$ cat config.mk
export PLATFORM = sky130hd
export DESIGN_NAME = panned_stereo_sample_mixer_flat
export DESIGN_NICKNAME = d
export VERILOG_FILES = /design/src/psm_pkg.sv /design/src/psm_in_if.sv /design/src/psm_out_if.sv /design/src/psm_cfg_if.sv /design/src/psm_gain_regs.sv /design/src/psm_scale.sv /design/src/psm_accum.sv /design/src/psm_sat.sv /design/src/panned_stereo_sample_mixer.sv /design/src/flat_wrapper.sv
export SDC_FILE = /design/constraint.sdc
export NUM_CORES = 2
export LEC_CHECK = 0
export BUFFER_PORTS_ARGS = -buffer_cell sky130_fd_sc_hd__buf_2
export CAP_MARGIN = 20
export CORE_ASPECT_RATIO = 0.6
export CORE_MARGIN = 2
export CORE_UTILIZATION = 39
export CTS_BUF_LIST = sky130_fd_sc_hd__clkbuf_4 sky130_fd_sc_hd__clkbuf_8
export DETAILED_ROUTE_END_ITERATION = 6
export PLACE_DENSITY = 0.62
export SKIP_LAST_GASP = 1
export SYNTH_ARGS = -nofsm -noshare
export SYNTH_HDL_FRONTEND = slang
export SYNTH_SLANG_ARGS = --single-unit
$ cat constraint.sdc
create_clock -name clk -period 13 [get_ports clk]
set_clock_uncertainty 0.05 [all_clocks]
set_input_delay 1.95 -clock clk [delete_from_list [all_inputs] [get_ports clk]]
set_output_delay 1.95 -clock clk [all_outputs]
set_load 0.01 [all_outputs]
$ cat src/psm_pkg.sv
package psm_pkg;

  // source count and sizes
  localparam int MAX_SOURCES  = 4;
  localparam int SOURCE_COUNT = 4;
  localparam int SAMPLE_W     = 16;
  localparam int GAIN_W       = 9;
  localparam int GAIN_SHIFT   = 8;

  // signed sample times zero-extended gain
  localparam int PROD_W = SAMPLE_W + GAIN_W + 1;
  // product after the shift by GAIN_SHIFT, sign bit of the product dropped
  localparam int TERM_W = PROD_W - GAIN_SHIFT - 1;
  localparam int PAIR_COUNT = MAX_SOURCES / 2;
  localparam int PAIR_W = TERM_W + 1;
  localparam int SUM_W  = TERM_W + $clog2(MAX_SOURCES);

  // gain register file
  localparam int REG_COUNT = 2 * MAX_SOURCES;
  localparam int REG_IDX_W = $clog2(REG_COUNT);
  localparam int CFG_IDX_W = REG_IDX_W + 1;

  typedef logic signed [SAMPLE_W-1:0] sample_t;
  typedef logic        [GAIN_W-1:0]   gain_t;
  typedef logic signed [PROD_W-1:0]   prod_t;
  typedef logic signed [TERM_W-1:0]   term_t;
  typedef logic signed [PAIR_W-1:0]   pair_t;
  typedef logic signed [SUM_W-1:0]    sum_t;
  typedef logic        [CFG_IDX_W-1:0] cfg_idx_t;
  typedef logic        [REG_IDX_W-1:0] reg_idx_t;

  // output rails
  localparam sample_t SAMPLE_MAX = {1'b0, {(SAMPLE_W-1){1'b1}}};
  localparam sample_t SAMPLE_MIN = {1'b1, {(SAMPLE_W-1){1'b0}}};

endpackage

$ cat src/psm_in_if.sv
interface psm_in_if;
  logic              valid;
  logic              ready;
  psm_pkg::sample_t  src0_left;
  psm_pkg::sample_t  src0_right;
  psm_pkg::sample_t  src1_left;
  psm_pkg::sample_t  src1_right;
  psm_pkg::sample_t  src2_left;
  psm_pkg::sample_t  src2_right;
  psm_pkg::sample_t  src3_left;
  psm_pkg::sample_t  src3_right;

  modport source (
    output valid, src0_left, src0_right, src1_left, src1_right,
           src2_left, src2_right, src3_left, src3_right,
    input  ready
  );
  modport sink (
    input  valid, src0_left, src0_right, src1_left, src1_right,
           src2_left, src2_right, src3_left, src3_right,
    output ready
  );
endinterface

$ cat src/psm_out_if.sv
interface psm_out_if;
  logic              valid;
  logic              ready;
  psm_pkg::sample_t  mix_left;
  psm_pkg::sample_t  mix_right;
  logic              clipped;

  modport source (output valid, mix_left, mix_right, clipped, input ready);
  modport sink (input valid, mix_left, mix_right, clipped, output ready);
endinterface

$ cat src/psm_cfg_if.sv
interface psm_cfg_if;
  logic                valid;
  logic                ready;
  psm_pkg::cfg_idx_t   index;
  psm_pkg::gain_t      data;

  modport source (output valid, index, data, input ready);
  modport sink (input valid, index, data, output ready);
endinterface

$ cat src/psm_gain_regs.sv
module psm_gain_regs (
  input  logic           clk,
  input  logic           rst_n,
  psm_cfg_if.sink        cfg,
  output psm_pkg::gain_t gains_left [psm_pkg::MAX_SOURCES],
  output psm_pkg::gain_t gains_right[psm_pkg::MAX_SOURCES]
);

  psm_pkg::gain_t   gain_reg_r[psm_pkg::REG_COUNT];
  logic             wr_en;
  psm_pkg::reg_idx_t wr_idx;

  // writes are always taken, indexes past the file are dropped
  assign cfg.ready = 1'b1;
  assign wr_en  = cfg.valid && !cfg.index[psm_pkg::CFG_IDX_W-1];
  assign wr_idx = cfg.index[psm_pkg::REG_IDX_W-1:0];

  always_ff @(posedge clk) begin
    if (!rst_n) begin
      for (int i = 0; i < psm_pkg::REG_COUNT; i++) begin
        gain_reg_r[i] <= '0;
      end
    end else if (wr_en) begin
      gain_reg_r[wr_idx] <= cfg.data;
    end
  end

  // even registers feed the left mix, odd ones the right
  always_comb begin
    for (int s = 0; s < psm_pkg::MAX_SOURCES; s++) begin
      gains_left[s]  = gain_reg_r[2*s];
      gains_right[s] = gain_reg_r[2*s+1];
    end
  end

endmodule

$ cat src/psm_scale.sv
module psm_scale (
  input  logic             clk,
  input  logic             rst_n,
  input  logic             in_valid,
  output logic             in_ready,
  input  psm_pkg::sample_t samp_left  [psm_pkg::MAX_SOURCES],
  input  psm_pkg::sample_t samp_right [psm_pkg::MAX_SOURCES],
  input  psm_pkg::gain_t   gains_left [psm_pkg::MAX_SOURCES],
  input  psm_pkg::gain_t   gains_right[psm_pkg::MAX_SOURCES],
  output logic             out_valid,
  input  logic             out_ready,
  output psm_pkg::term_t   term_left  [psm_pkg::MAX_SOURCES],
  output psm_pkg::term_t   term_right [psm_pkg::MAX_SOURCES]
);

  psm_pkg::prod_t prod_left_nxt [psm_pkg::MAX_SOURCES];
  psm_pkg::prod_t prod_right_nxt[psm_pkg::MAX_SOURCES];
  psm_pkg::term_t term_left_r   [psm_pkg::MAX_SOURCES];
  psm_pkg::term_t term_right_r  [psm_pkg::MAX_SOURCES];
  logic           vld_r;

  assign in_ready = !vld_r || out_ready;

  // one multiplier per sample, unused sources give zero
  always_comb begin
    for (int s = 0; s < psm_pkg::MAX_SOURCES; s++) begin
      if (s < psm_pkg::SOURCE_COUNT) begin
        prod_left_nxt[s]  = samp_left[s]  * $signed({1'b0, gains_left[s]});
        prod_right_nxt[s] = samp_right[s] * $signed({1'b0, gains_right[s]});
      end else begin
        prod_left_nxt[s]  = '0;
        prod_right_nxt[s] = '0;
      end
    end
  end

  always_ff @(posedge clk) begin
    if (!rst_n) begin
      vld_r <= 1'b0;
    end else if (in_ready) begin
      vld_r <= in_valid;
    end
  end

  // arithmetic shift by the gain's fraction bits is a plain bit-select
  always_ff @(posedge clk) begin
    if (in_ready && in_valid) begin
      for (int s = 0; s < psm_pkg::MAX_SOURCES; s++) begin
        term_left_r[s]  <= prod_left_nxt[s][psm_pkg::GAIN_SHIFT +: psm_pkg::TERM_W];
        term_right_r[s] <= prod_right_nxt[s][psm_pkg::GAIN_SHIFT +: psm_pkg::TERM_W];
      end
    end
  end

  assign out_valid  = vld_r;
  assign term_left  = term_left_r;
  assign term_right = term_right_r;

endmodule

$ cat src/psm_accum.sv
module psm_accum (
  input  logic           clk,
  input  logic           rst_n,
  input  logic           in_valid,
  output logic           in_ready,
  input  psm_pkg::term_t term_left [psm_pkg::MAX_SOURCES],
  input  psm_pkg::term_t term_right[psm_pkg::MAX_SOURCES],
  output logic           out_valid,
  input  logic           out_ready,
  output psm_pkg::sum_t  sum_left,
  output psm_pkg::sum_t  sum_right
);

  psm_pkg::pair_t pair_left_nxt [psm_pkg::PAIR_COUNT];
  psm_pkg::pair_t pair_right_nxt[psm_pkg::PAIR_COUNT];
  psm_pkg::pair_t pair_left_r   [psm_pkg::PAIR_COUNT];
  psm_pkg::pair_t pair_right_r  [psm_pkg::PAIR_COUNT];
  psm_pkg::sum_t  sum_left_nxt;
  psm_pkg::sum_t  sum_right_nxt;
  psm_pkg::sum_t  sum_left_r;
  psm_pkg::sum_t  sum_right_r;
  logic           pair_vld_r;
  logic           sum_vld_r;
  logic           pair_ready;

  assign pair_ready = !sum_vld_r || out_ready;
  assign in_ready   = !pair_vld_r || pair_ready;

  // first level: neighbouring terms added in pairs
  always_comb begin
    for (int p = 0; p < psm_pkg::PAIR_COUNT; p++) begin
      pair_left_nxt[p]  = psm_pkg::pair_t'(term_left[2*p])
                        + psm_pkg::pair_t'(term_left[2*p+1]);
      pair_right_nxt[p] = psm_pkg::pair_t'(term_right[2*p])
                        + psm_pkg::pair_t'(term_right[2*p+1]);
    end
  end

  // second level: pair sums into the full-width total
  always_comb begin
    sum_left_nxt  = '0;
    sum_right_nxt = '0;
    for (int p = 0; p < psm_pkg::PAIR_COUNT; p++) begin
      sum_left_nxt  = sum_left_nxt  + psm_pkg::sum_t'(pair_left_r[p]);
      sum_right_nxt = sum_right_nxt + psm_pkg::sum_t'(pair_right_r[p]);
    end
  end

  // stage valids
  always_ff @(posedge clk) begin
    if (!rst_n) begin
      pair_vld_r <= 1'b0;
      sum_vld_r  <= 1'b0;
    end else begin
      if (in_ready) begin
        pair_vld_r <= in_valid;
      end
      if (pair_ready) begin
        sum_vld_r <= pair_vld_r;
      end
    end
  end

  // stage data
  always_ff @(posedge clk) begin
    if (in_ready && in_valid) begin
      pair_left_r  <= pair_left_nxt;
      pair_right_r <= pair_right_nxt;
    end
    if (pair_ready && pair_vld_r) begin
      sum_left_r  <= sum_left_nxt;
      sum_right_r <= sum_right_nxt;
    end
  end

  assign out_valid = sum_vld_r;
  assign sum_left  = sum_left_r;
  assign sum_right = sum_right_r;

endmodule

$ cat src/psm_sat.sv
module psm_sat (
  input  logic          clk,
  input  logic          rst_n,
  input  logic          in_valid,
  output logic          in_ready,
  input  psm_pkg::sum_t sum_left,
  input  psm_pkg::sum_t sum_right,
  psm_out_if.source     out
);

  logic             hi_left, lo_left, hi_right, lo_right;
  psm_pkg::sample_t mix_left_nxt, mix_right_nxt;
  psm_pkg::sample_t mix_left_r, mix_right_r;
  logic             clip_nxt, clip_r;
  logic             vld_r;

  assign in_ready = !vld_r || out.ready;

  // range checks against the 16-bit rails
  assign hi_left  = sum_left  > psm_pkg::sum_t'(psm_pkg::SAMPLE_MAX);
  assign lo_left  = sum_left  < psm_pkg::sum_t'(psm_pkg::SAMPLE_MIN);
  assign hi_right = sum_right > psm_pkg::sum_t'(psm_pkg::SAMPLE_MAX);
  assign lo_right = sum_right < psm_pkg::sum_t'(psm_pkg::SAMPLE_MIN);

  // clamp each side, flag if either was clamped
  always_comb begin
    if (hi_left) begin
      mix_left_nxt = psm_pkg::SAMPLE_MAX;
    end else if (lo_left) begin
      mix_left_nxt = psm_pkg::SAMPLE_MIN;
    end else begin
      mix_left_nxt = sum_left[psm_pkg::SAMPLE_W-1:0];
    end
    if (hi_right) begin
      mix_right_nxt = psm_pkg::SAMPLE_MAX;
    end else if (lo_right) begin
      mix_right_nxt = psm_pkg::SAMPLE_MIN;
    end else begin
      mix_right_nxt = sum_right[psm_pkg::SAMPLE_W-1:0];
    end
    clip_nxt = hi_left || lo_left || hi_right || lo_right;
  end

  always_ff @(posedge clk) begin
    if (!rst_n) begin
      vld_r <= 1'b0;
    end else if (in_ready) begin
      vld_r <= in_valid;
    end
  end

  // output register holds the word until it is taken
  always_ff @(posedge clk) begin
    if (in_ready && in_valid) begin
      mix_left_r  <= mix_left_nxt;
      mix_right_r <= mix_right_nxt;
      clip_r      <= clip_nxt;
    end
  end

  assign out.valid     = vld_r;
  assign out.mix_left  = mix_left_r;
  assign out.mix_right = mix_right_r;
  assign out.clipped   = clip_r;

endmodule

$ cat src/panned_stereo_sample_mixer.sv
// channel  dir  modport  payload
// in_ch    in   sink     src0..3 left/right, 16-bit signed samples
// out_ch   out  source   mix_left, mix_right (16-bit signed), clipped
// cfg_ch   in   sink     index (4 bits), data (9-bit Q1.8 gain)
//
// one word per cycle in and out unless out_ch stalls; a word passes the
// multiplier stage, two adder-tree stages and the saturating output register
// synchronous active-low reset empties every stage and zeroes all gains
// each stage has its own valid and moves whenever the stage after it is free,
// so a stall on out_ch backs up stage by stage and bubbles close up
// cfg_ch is always ready; an index of eight or more is ignored
module panned_stereo_sample_mixer (
  input  logic      clk,
  input  logic      rst_n,
  psm_in_if.sink    in_ch,
  psm_out_if.source out_ch,
  psm_cfg_if.sink   cfg_ch
);

  psm_pkg::gain_t   gains_left [psm_pkg::MAX_SOURCES];
  psm_pkg::gain_t   gains_right[psm_pkg::MAX_SOURCES];
  psm_pkg::sample_t samp_left  [psm_pkg::MAX_SOURCES];
  psm_pkg::sample_t samp_right [psm_pkg::MAX_SOURCES];
  psm_pkg::term_t   term_left  [psm_pkg::MAX_SOURCES];
  psm_pkg::term_t   term_right [psm_pkg::MAX_SOURCES];
  psm_pkg::sum_t    sum_left;
  psm_pkg::sum_t    sum_right;
  logic             scale_valid;
  logic             acc_ready;
  logic             acc_valid;
  logic             sat_ready;
  logic             sum_ovf;

  // unpack the input word per source
  assign samp_left[0]  = in_ch.src0_left;
  assign samp_right[0] = in_ch.src0_right;
  assign samp_left[1]  = in_ch.src1_left;
  assign samp_right[1] = in_ch.src1_right;
  assign samp_left[2]  = in_ch.src2_left;
  assign samp_right[2] = in_ch.src2_right;
  assign samp_left[3]  = in_ch.src3_left;
  assign samp_right[3] = in_ch.src3_right;

  // gain registers
  psm_gain_regs u_gain_regs (
    .clk         (clk),
    .rst_n       (rst_n),
    .cfg         (cfg_ch),
    .gains_left  (gains_left),
    .gains_right (gains_right)
  );

  // multiply and shift
  psm_scale u_scale (
    .clk         (clk),
    .rst_n       (rst_n),
    .in_valid    (in_ch.valid),
    .in_ready    (in_ch.ready),
    .samp_left   (samp_left),
    .samp_right  (samp_right),
    .gains_left  (gains_left),
    .gains_right (gains_right),
    .out_valid   (scale_valid),
    .out_ready   (acc_ready),
    .term_left   (term_left),
    .term_right  (term_right)
  );

  // adder tree
  psm_accum u_accum (
    .clk        (clk),
    .rst_n      (rst_n),
    .in_valid   (scale_valid),
    .in_ready   (acc_ready),
    .term_left  (term_left),
    .term_right (term_right),
    .out_valid  (acc_valid),
    .out_ready  (sat_ready),
    .sum_left   (sum_left),
    .sum_right  (sum_right)
  );

  // saturation and output register
  psm_sat u_sat (
    .clk       (clk),
    .rst_n     (rst_n),
    .in_valid  (acc_valid),
    .in_ready  (sat_ready),
    .sum_left  (sum_left),
    .sum_right (sum_right),
    .out       (out_ch)
  );

  // either total outside the 16-bit range
  assign sum_ovf = (sum_left  > psm_pkg::sum_t'(psm_pkg::SAMPLE_MAX))
                || (sum_left  < psm_pkg::sum_t'(psm_pkg::SAMPLE_MIN))
                || (sum_right > psm_pkg::sum_t'(psm_pkg::SAMPLE_MAX))
                || (sum_right < psm_pkg::sum_t'(psm_pkg::SAMPLE_MIN));

  // a clipped word sits on a rail on at least one side
  a_clip_on_rail: assert property (@(posedge clk) disable iff (!rst_n)
    (out_ch.valid && out_ch.clipped) |->
      (out_ch.mix_left == psm_pkg::SAMPLE_MAX || out_ch.mix_left == psm_pkg::SAMPLE_MIN ||
       out_ch.mix_right == psm_pkg::SAMPLE_MAX || out_ch.mix_right == psm_pkg::SAMPLE_MIN))
    else $error("clipped word without a railed side");

  // output valid only rises from a loaded adder stage
  a_out_from_acc: assert property (@(posedge clk) disable iff (!rst_n)
    $rose(out_ch.valid) |-> $past(acc_valid))
    else $error("output word appeared without an adder result");

  // clip flag follows the range of the total that was loaded
  a_clip_tracks_sum: assert property (@(posedge clk) disable iff (!rst_n)
    (acc_valid && sat_ready) |=> (out_ch.clipped == $past(sum_ovf)))
    else $error("clip flag does not match the loaded total");

endmodule
$ cat src/flat_wrapper.sv
// flat-port wrapper written by rule: the top's interface ports become plain ports
module panned_stereo_sample_mixer_flat 
  (clk, rst_n, in_ch_valid, in_ch_src0_left, in_ch_src0_right, in_ch_src1_left, in_ch_src1_right, in_ch_src2_left, in_ch_src2_right, in_ch_src3_left, in_ch_src3_right, in_ch_ready, out_ch_valid, out_ch_mix_left, out_ch_mix_right, out_ch_clipped, out_ch_ready, cfg_ch_valid, cfg_ch_index, cfg_ch_data, cfg_ch_ready);
  psm_in_if in_ch_i ();
  psm_out_if out_ch_i ();
  psm_cfg_if cfg_ch_i ();
  input  logic clk;
  input  logic rst_n;
  input wire logic [$bits(in_ch_i.valid)-1:0] in_ch_valid;
  input wire logic [$bits(in_ch_i.src0_left)-1:0] in_ch_src0_left;
  input wire logic [$bits(in_ch_i.src0_right)-1:0] in_ch_src0_right;
  input wire logic [$bits(in_ch_i.src1_left)-1:0] in_ch_src1_left;
  input wire logic [$bits(in_ch_i.src1_right)-1:0] in_ch_src1_right;
  input wire logic [$bits(in_ch_i.src2_left)-1:0] in_ch_src2_left;
  input wire logic [$bits(in_ch_i.src2_right)-1:0] in_ch_src2_right;
  input wire logic [$bits(in_ch_i.src3_left)-1:0] in_ch_src3_left;
  input wire logic [$bits(in_ch_i.src3_right)-1:0] in_ch_src3_right;
  output wire logic [$bits(in_ch_i.ready)-1:0] in_ch_ready;
  output wire logic [$bits(out_ch_i.valid)-1:0] out_ch_valid;
  output wire logic [$bits(out_ch_i.mix_left)-1:0] out_ch_mix_left;
  output wire logic [$bits(out_ch_i.mix_right)-1:0] out_ch_mix_right;
  output wire logic [$bits(out_ch_i.clipped)-1:0] out_ch_clipped;
  input wire logic [$bits(out_ch_i.ready)-1:0] out_ch_ready;
  input wire logic [$bits(cfg_ch_i.valid)-1:0] cfg_ch_valid;
  input wire logic [$bits(cfg_ch_i.index)-1:0] cfg_ch_index;
  input wire logic [$bits(cfg_ch_i.data)-1:0] cfg_ch_data;
  output wire logic [$bits(cfg_ch_i.ready)-1:0] cfg_ch_ready;
  assign in_ch_i.valid = in_ch_valid;
  assign in_ch_i.src0_left = in_ch_src0_left;
  assign in_ch_i.src0_right = in_ch_src0_right;
  assign in_ch_i.src1_left = in_ch_src1_left;
  assign in_ch_i.src1_right = in_ch_src1_right;
  assign in_ch_i.src2_left = in_ch_src2_left;
  assign in_ch_i.src2_right = in_ch_src2_right;
  assign in_ch_i.src3_left = in_ch_src3_left;
  assign in_ch_i.src3_right = in_ch_src3_right;
  assign in_ch_ready = in_ch_i.ready;
  assign out_ch_valid = out_ch_i.valid;
  assign out_ch_mix_left = out_ch_i.mix_left;
  assign out_ch_mix_right = out_ch_i.mix_right;
  assign out_ch_clipped = out_ch_i.clipped;
  assign out_ch_i.ready = out_ch_ready;
  assign cfg_ch_i.valid = cfg_ch_valid;
  assign cfg_ch_i.index = cfg_ch_index;
  assign cfg_ch_i.data = cfg_ch_data;
  assign cfg_ch_ready = cfg_ch_i.ready;
  panned_stereo_sample_mixer u_core (.clk(clk), .rst_n(rst_n), .in_ch(in_ch_i), .out_ch(out_ch_i), .cfg_ch(cfg_ch_i));
endmodule
[Word-level counts from Yosys, hierarchy flattened]
Memory sizes are Yosys's and may differ from the RTL's.
Cells that the tools add are included.
Cells by class
  multiplexer cells: 9
  $add $sub $neg: 6
  reduce and logical (&&, ||, !) cells: 18
  multiply operators: 8
  magnitude comparators: 4
Operators with widths (number)
  $mul 16x10->25: 8
  $add 17x17->18: 4
  $add 18x18->19: 2
  $gt 19x16->1 const B: 2
  $lt 19x16->1 const B: 2
  $mux 16: 2
  $mux 9: 1
  $reduce_or 9->1: 1
  $logic_or 1x1->1: 7
  $logic_and 1x1->1: 5
  $logic_not 1->1: 5
  $mux 1: 5
  $mux 3: 1
Word-level totals
  register bits: 283
  RAM bits: 72
  logic and storage cells: 67
  memories kept: 1
  output and inout bits: 36
  input port bits: 146
Memories
  u_core.u_gain_regs.gain_reg_r: depth 8, bits a word 9, read ports 8, clocked after Yosys merged registers in 0, write ports 8, line psm_gain_regs.sv:9  | psm_pkg::gain_t gain_reg_r[psm_pkg::REG_COUNT];

[Logic depth before layout (Yosys ltp)]
  depth in word-level cells: 7
  gate-level depth with buffers: 22
  mapped depth without buffers: 21

[By module]
A second synthesis with hierarchy kept.
Second synthesis, totals
  cells, all modules: 5649
  area, all modules: 55284.3 sq um
By module, submodules not included
  psm_scale: area each 42858.6 sq um, instances 1, seq. area each 4103.9 sq um, cells each 4584
  psm_accum: area each 8281.7 sq um, instances 1, seq. area each 3343.2 sq um, cells each 794
  psm_gain_regs: area each 2768.9 sq um, instances 1, seq. area each 2162.1 sq um, cells each 187
  psm_sat: area each 1375.1 sq um, instances 1, seq. area each 1011.0 sq um, cells each 84

[Worst setup path before layout]
No wires, ideal clock.
  kind: input port to flip-flop
  from: in out_ch_ready
  to: reg u_core.u_scale.term_left_r (netlist bit u_core.u_scale.term_left[0]) (enable)
  path slack: 3203 ps
  path buffers: 0
  stages on the path: 3
  arrival: 9035 ps
  path through: nor2b_1 and2_0 a31oi_1
On the way
  word-level cells in the longest chain between the ends: 5
RTL lines
  start, declared: line flat_wrapper.sv:23  | input wire logic [$bits(out_ch_i.ready)-1:0] out_ch_ready;
  $logic_or 1x1->1: line psm_sat.sv:17  | assign in_ready = !vld_r || out.ready;
  $logic_or 1x1->1: line psm_accum.sv:26  | assign pair_ready = !sum_vld_r || out_ready;
  $logic_or 1x1->1: line psm_accum.sv:27  | assign in_ready = !pair_vld_r || pair_ready;
  $logic_or 1x1->1: line psm_scale.sv:22  | assign in_ready = !vld_r || out_ready;
  $logic_and 1x1->1: line psm_scale.sv:47  | if (in_ready && in_valid) begin
  end signal, assigned by index: line psm_scale.sv:49  | term_left_r[s] <= prod_left_nxt[s][psm_pkg::GAIN_SHIFT +: psm_pkg::TERM_W];
  end, declared: line psm_scale.sv:18  | psm_pkg::term_t term_left_r [psm_pkg::MAX_SOURCES];
Every way passes these cells.
A chain may end at the register's enable or synchronous reset.

==> flow_summary.ini <==
[logic_synthesis]
ys_warn_count = 0
syn-num-nets = 7146
async_reset_ff_share_pct = 0
syn_area_um2 = 54500
synth_fa_ha_area_share_pct = 46.8
synthXorXnorAreaFrac_pct = 4.14
syn-instance-count = 5530
ys_ff_latch = 355
syn-mean-instance-area_um2 = 9.86
synth-edff-count = 351
synth.area.mux_share_pct = 0
synth_simple_gate_area_share_pct = 14.6
yosysSeqAreaShare_pct = 19.5
synth_top_family_by_area = adder cells
synth_cell_type_count = 58
synthFlopType = edfxtp_1
synth_compound_area_share_pct = 5.52

[hold_path]
min_to = u_core.u_sat.out.valid$_SDFFE_PN0P_
whs_path_depth = 1
worstHoldStart = u_core.u_accum.out_valid$_SDFFE_PN0P_
hold_path.class = reg -> reg

[route]
dr.pass1.iters = 5
drc_errors = 0
wire_per_inst_um = 18.3
drt_iter0_drc = 2232
route.vias.total = 36900
vias_per_cell = 4.91
ant_nets = 0
finalWirelength_um = 138000

[floorplan]
ios = 182
die_w_um = 487
die_y_um = 294
initial_core_util_pct = 39.2
fp-row-count = 106
coreArea_um2 = 139000
dieArea_um2 = 143000

[worst_setup_path]
r2r_start = u_core.u_gain_regs.gain_reg_r[7][1]$_SDFFCE_PN0P_
critPathBufInv = 2
slowest_stage = a2111oi_0
critPathTopFamily = adder cells
r2r_slack_ps = 6450
critPathRequiredTime_ps = 13380
cpPeakStageDelay_ps = 640
critPathMaxFanout = 9
critPathArrivalTime_ps = 7490
r2r-end = u_core.u_scale.term_right[16]$_DFFE_PP_
crit_path_end_kind = flip-flop
r2r_cells = 17
path_cells = buf_2 -> nand2_1 -> fa_1 -> inv_1 -> fa_1 -> fa_1 -> fa_1 -> fa_1 -> ha_1 -> a21oi_1 -> o21bai_1 -> a2111oi_0 -> nor3_1 -> a2111oi_0 -> o31ai_1 -> nor4_1 -> nor3_1 -> xnor2_1
start_kind = input port
crit_top_cell = fa_1
path_class = in -> reg

[power]
power.internal_uw = 7710
power.share.clock_pct = 6.9
power.share.sequential_pct = 18.9
sw_frac_of_total_pct = 48.0
power_density_nw_per_um2 = 254
peakVddDrop_mv = 0.148
p_leak_uw = 0.0290
comb_power_share_pct = 74.2
switching_power_uw = 7120

[placement]
dp_hpwl_um = 113000
portBuffers = 180
dp.cells = 7396
gp_congestion = 0.915

[layout]
final_cell_mix = inv_1 (1206), fa_1 (950), nand2_1 (686), and2_1 (600), ha_1 (520)
final_cells = 7517
multi_input_area_um2 = 38800
final_nets = 7236
drive_gt1_share_pct = 5.31
final_common_cell = inv_1
seqCellArea_um2 = 10600
syn_to_final_growth_pct = 7.26
fillCellCount = 13500

[sta]
setup_viol = 0
slew_violations = 0
rsz0062_at_grt = no
max_freq_mhz = 141
relSlewSlack_pct = 31.9
worst_pin_slew_ps = 1010
finalHoldViolations = 0
final.min_clock_period_ps = 7110
finalCritPeriodShare_pct = 54.7
fin_tns_setup_ps = 0

[global_routing]
grt.total_usage_pct = 19.8
grt_pass1_wl_um = 220000
antenna_found_initial = 42
grt_pass1_vias = 38700
overflow = 0
grt_max_degree = 73

[clock_tree]
cts_root_buf = clkbuf_8
h-tree-depth = 2
cts.reportedPaths.clkPinSlew_ps = 60
cts_setup_buffers = 0
hold_buffers = 0
tritoncts = done
clkLatencyLatePin_ps = 700
clkSinkCount = 355
cts_made_buffers = 56
clock_path_buffers = 3
ctsResizeCount = 0

[run]
maxCapViolCount = 0

[outcome]
status = complete, no violations
==> kinds of logic (layout without fill, tap and decap cells) <==
family / Yosys count / count (layout)
adders and majority gates: 1470 / 1470
xor gates and xnor gates: 258 / 258
DFF: 355 / 355
buffers and inverters: 1369 / 1504
AOI/OAI and AO/OA: 466 / 466
and+or+nand+nor: 1611 / 1611
other: 1 / 17
==> power groups by stage <==
stage | combinational, µW | sequential (µW) | clock [µW]
2_1_floorplan | 8400 | 2550 | 0
3_3_place_gp | 10700 | 2810 | 0
3_5_place_dp | 10900 | 2800 | 0
4_1_cts | 11000 | 2790 | 1060
5_1_grt | 12500 | 2830 | 1110
6_report | 11000 | 2800 | 1030
==> stage by stage <==
step	cell area (µm²)	hold slack [ps]	util, %	power (µW)	setup WS [ps]
2_1_floorplan	54500	398	-	10900	3200
3_3_place_gp	57200	417	41.2	13500	5270
3_5_place_dp	57200	433	41.2	13700	5260
4_1_cts	58400	448	42.0	14900	6010
5_1_grt	58500	472	42.1	16500	5530
6_report	58500	443	42.1	14800	5890
==> layout make-up <==
type                    instances  area share, %
multi-input cells            3806           66.4
flip-flops and latches        355           18.2
inverters                    1206           7.74
well taps                    1836           3.93
repair buffers                195           1.74
clock buffers                  71           1.51
clock inverters                32          0.498
diodes                         16         0.0685
==> routing by layer <==
layer	track usage, %	share of wire (%)	vias to the layer above	routed length (µm)
li1	-	-	17200	-
met1	29.9	49	18400	66900
met2	28.8	41	1086	56800
met3	4.50	8.0	177	11000
met4	4.11	2.0	18	2720
met5	0	0.076	-	104
==> cell usage after synthesis (all sizes together), types with 2 or more instances <==
cell type  instances  share of area, %
o31a               2             0.032
a2111o             2             0.041
o211a              2             0.037
nand3b             3             0.041
o2111ai            7              0.11
a21o              79               1.1
inv             1206               8.3
dfxtp              4              0.15
a31o               6             0.096
ha               520                12
nor2b             31              0.36
o221a              2             0.041
and3              16              0.18
xor2              63               1.0
nor2             129              0.89
nand2            686               4.7
o211ai            12              0.17
or2                3             0.034
clkbuf           162               1.1
a21boi            12              0.17
a31oi             15              0.17
o21ai             93              0.85
a221o              4             0.073
o21bai             8              0.11
a41oi              6             0.096
edfxtp           351                19
a211oi             5             0.069
fa               950                35
nand2b            21              0.24
nor4               2             0.023
o21a              47              0.65
xnor2            195               3.1
and4               7              0.11
a2111oi            8              0.14
and2             601               6.9
o22ai              2             0.023
nand4             18              0.21
or3               18              0.21
nor3              49              0.45
a21oi            136               1.3
o41ai              4             0.064
a211o              7              0.11
nand3             26              0.24
==> worst reg2reg max path: cells and delay by family (launching register included) <==
family | cells | cell delay (ps)
xor gates and xnor gates | 1 | 130
and+or+nand+nor | 4 | 690
adders and majority gates | 6 | 2840
buffers and inverters | 1 | 50
DFF | 1 | 810
AOI/OAI and AO/OA | 5 | 1700
==> state kept, by name, summed over array words and instances (netlist names) <==
| signal | flops |
|---|---|
| u_core.u_accum.out_valid | 1 |
| u_core.u_accum.pair_left_r | 36 |
| u_core.u_accum.pair_right_r | 36 |
| u_core.u_accum.pair_vld_r | 1 |
| u_core.u_accum.sum_left | 19 |
| u_core.u_accum.sum_right | 19 |
| u_core.u_gain_regs.gain_reg_r | 72 |
| u_core.u_sat.out.clipped | 1 |
| u_core.u_sat.out.mix_left | 16 |
| u_core.u_sat.out.mix_right | 16 |
| u_core.u_sat.out.valid | 1 |
| u_core.u_scale.out_valid | 1 |
| u_core.u_scale.term_left | 68 |
| u_core.u_scale.term_right | 68 |
==> worst max-delay path by stage <==
| stage | startpoint | end | slack, ps | depth (start not counted) |
|---|---|---|---|---|
| 2_1_floorplan | out_ch_ready | u_core.u_scale.term_left[0]$_DFFE_PP_ | 3200 | 3 |
| 6_report | in_ch_src3_right[11] | u_core.u_scale.term_right[16]$_DFFE_PP_ | 5890 | 18 |
| 3_3_place_gp | in_ch_src0_right[7] | u_core.u_scale.term_right[66]$_DFFE_PP_ | 5270 | 20 |
| 4_1_cts | in_ch_src3_right[11] | u_core.u_scale.term_right[16]$_DFFE_PP_ | 6010 | 18 |
| 3_5_place_dp | in_ch_src3_right[11] | u_core.u_scale.term_right[13]$_DFFE_PP_ | 5260 | 18 |
| 5_1_grt | in_ch_src3_right[11] | u_core.u_scale.term_right[16]$_DFFE_PP_ | 5530 | 18 |
(Power assumes the default switching activity.)
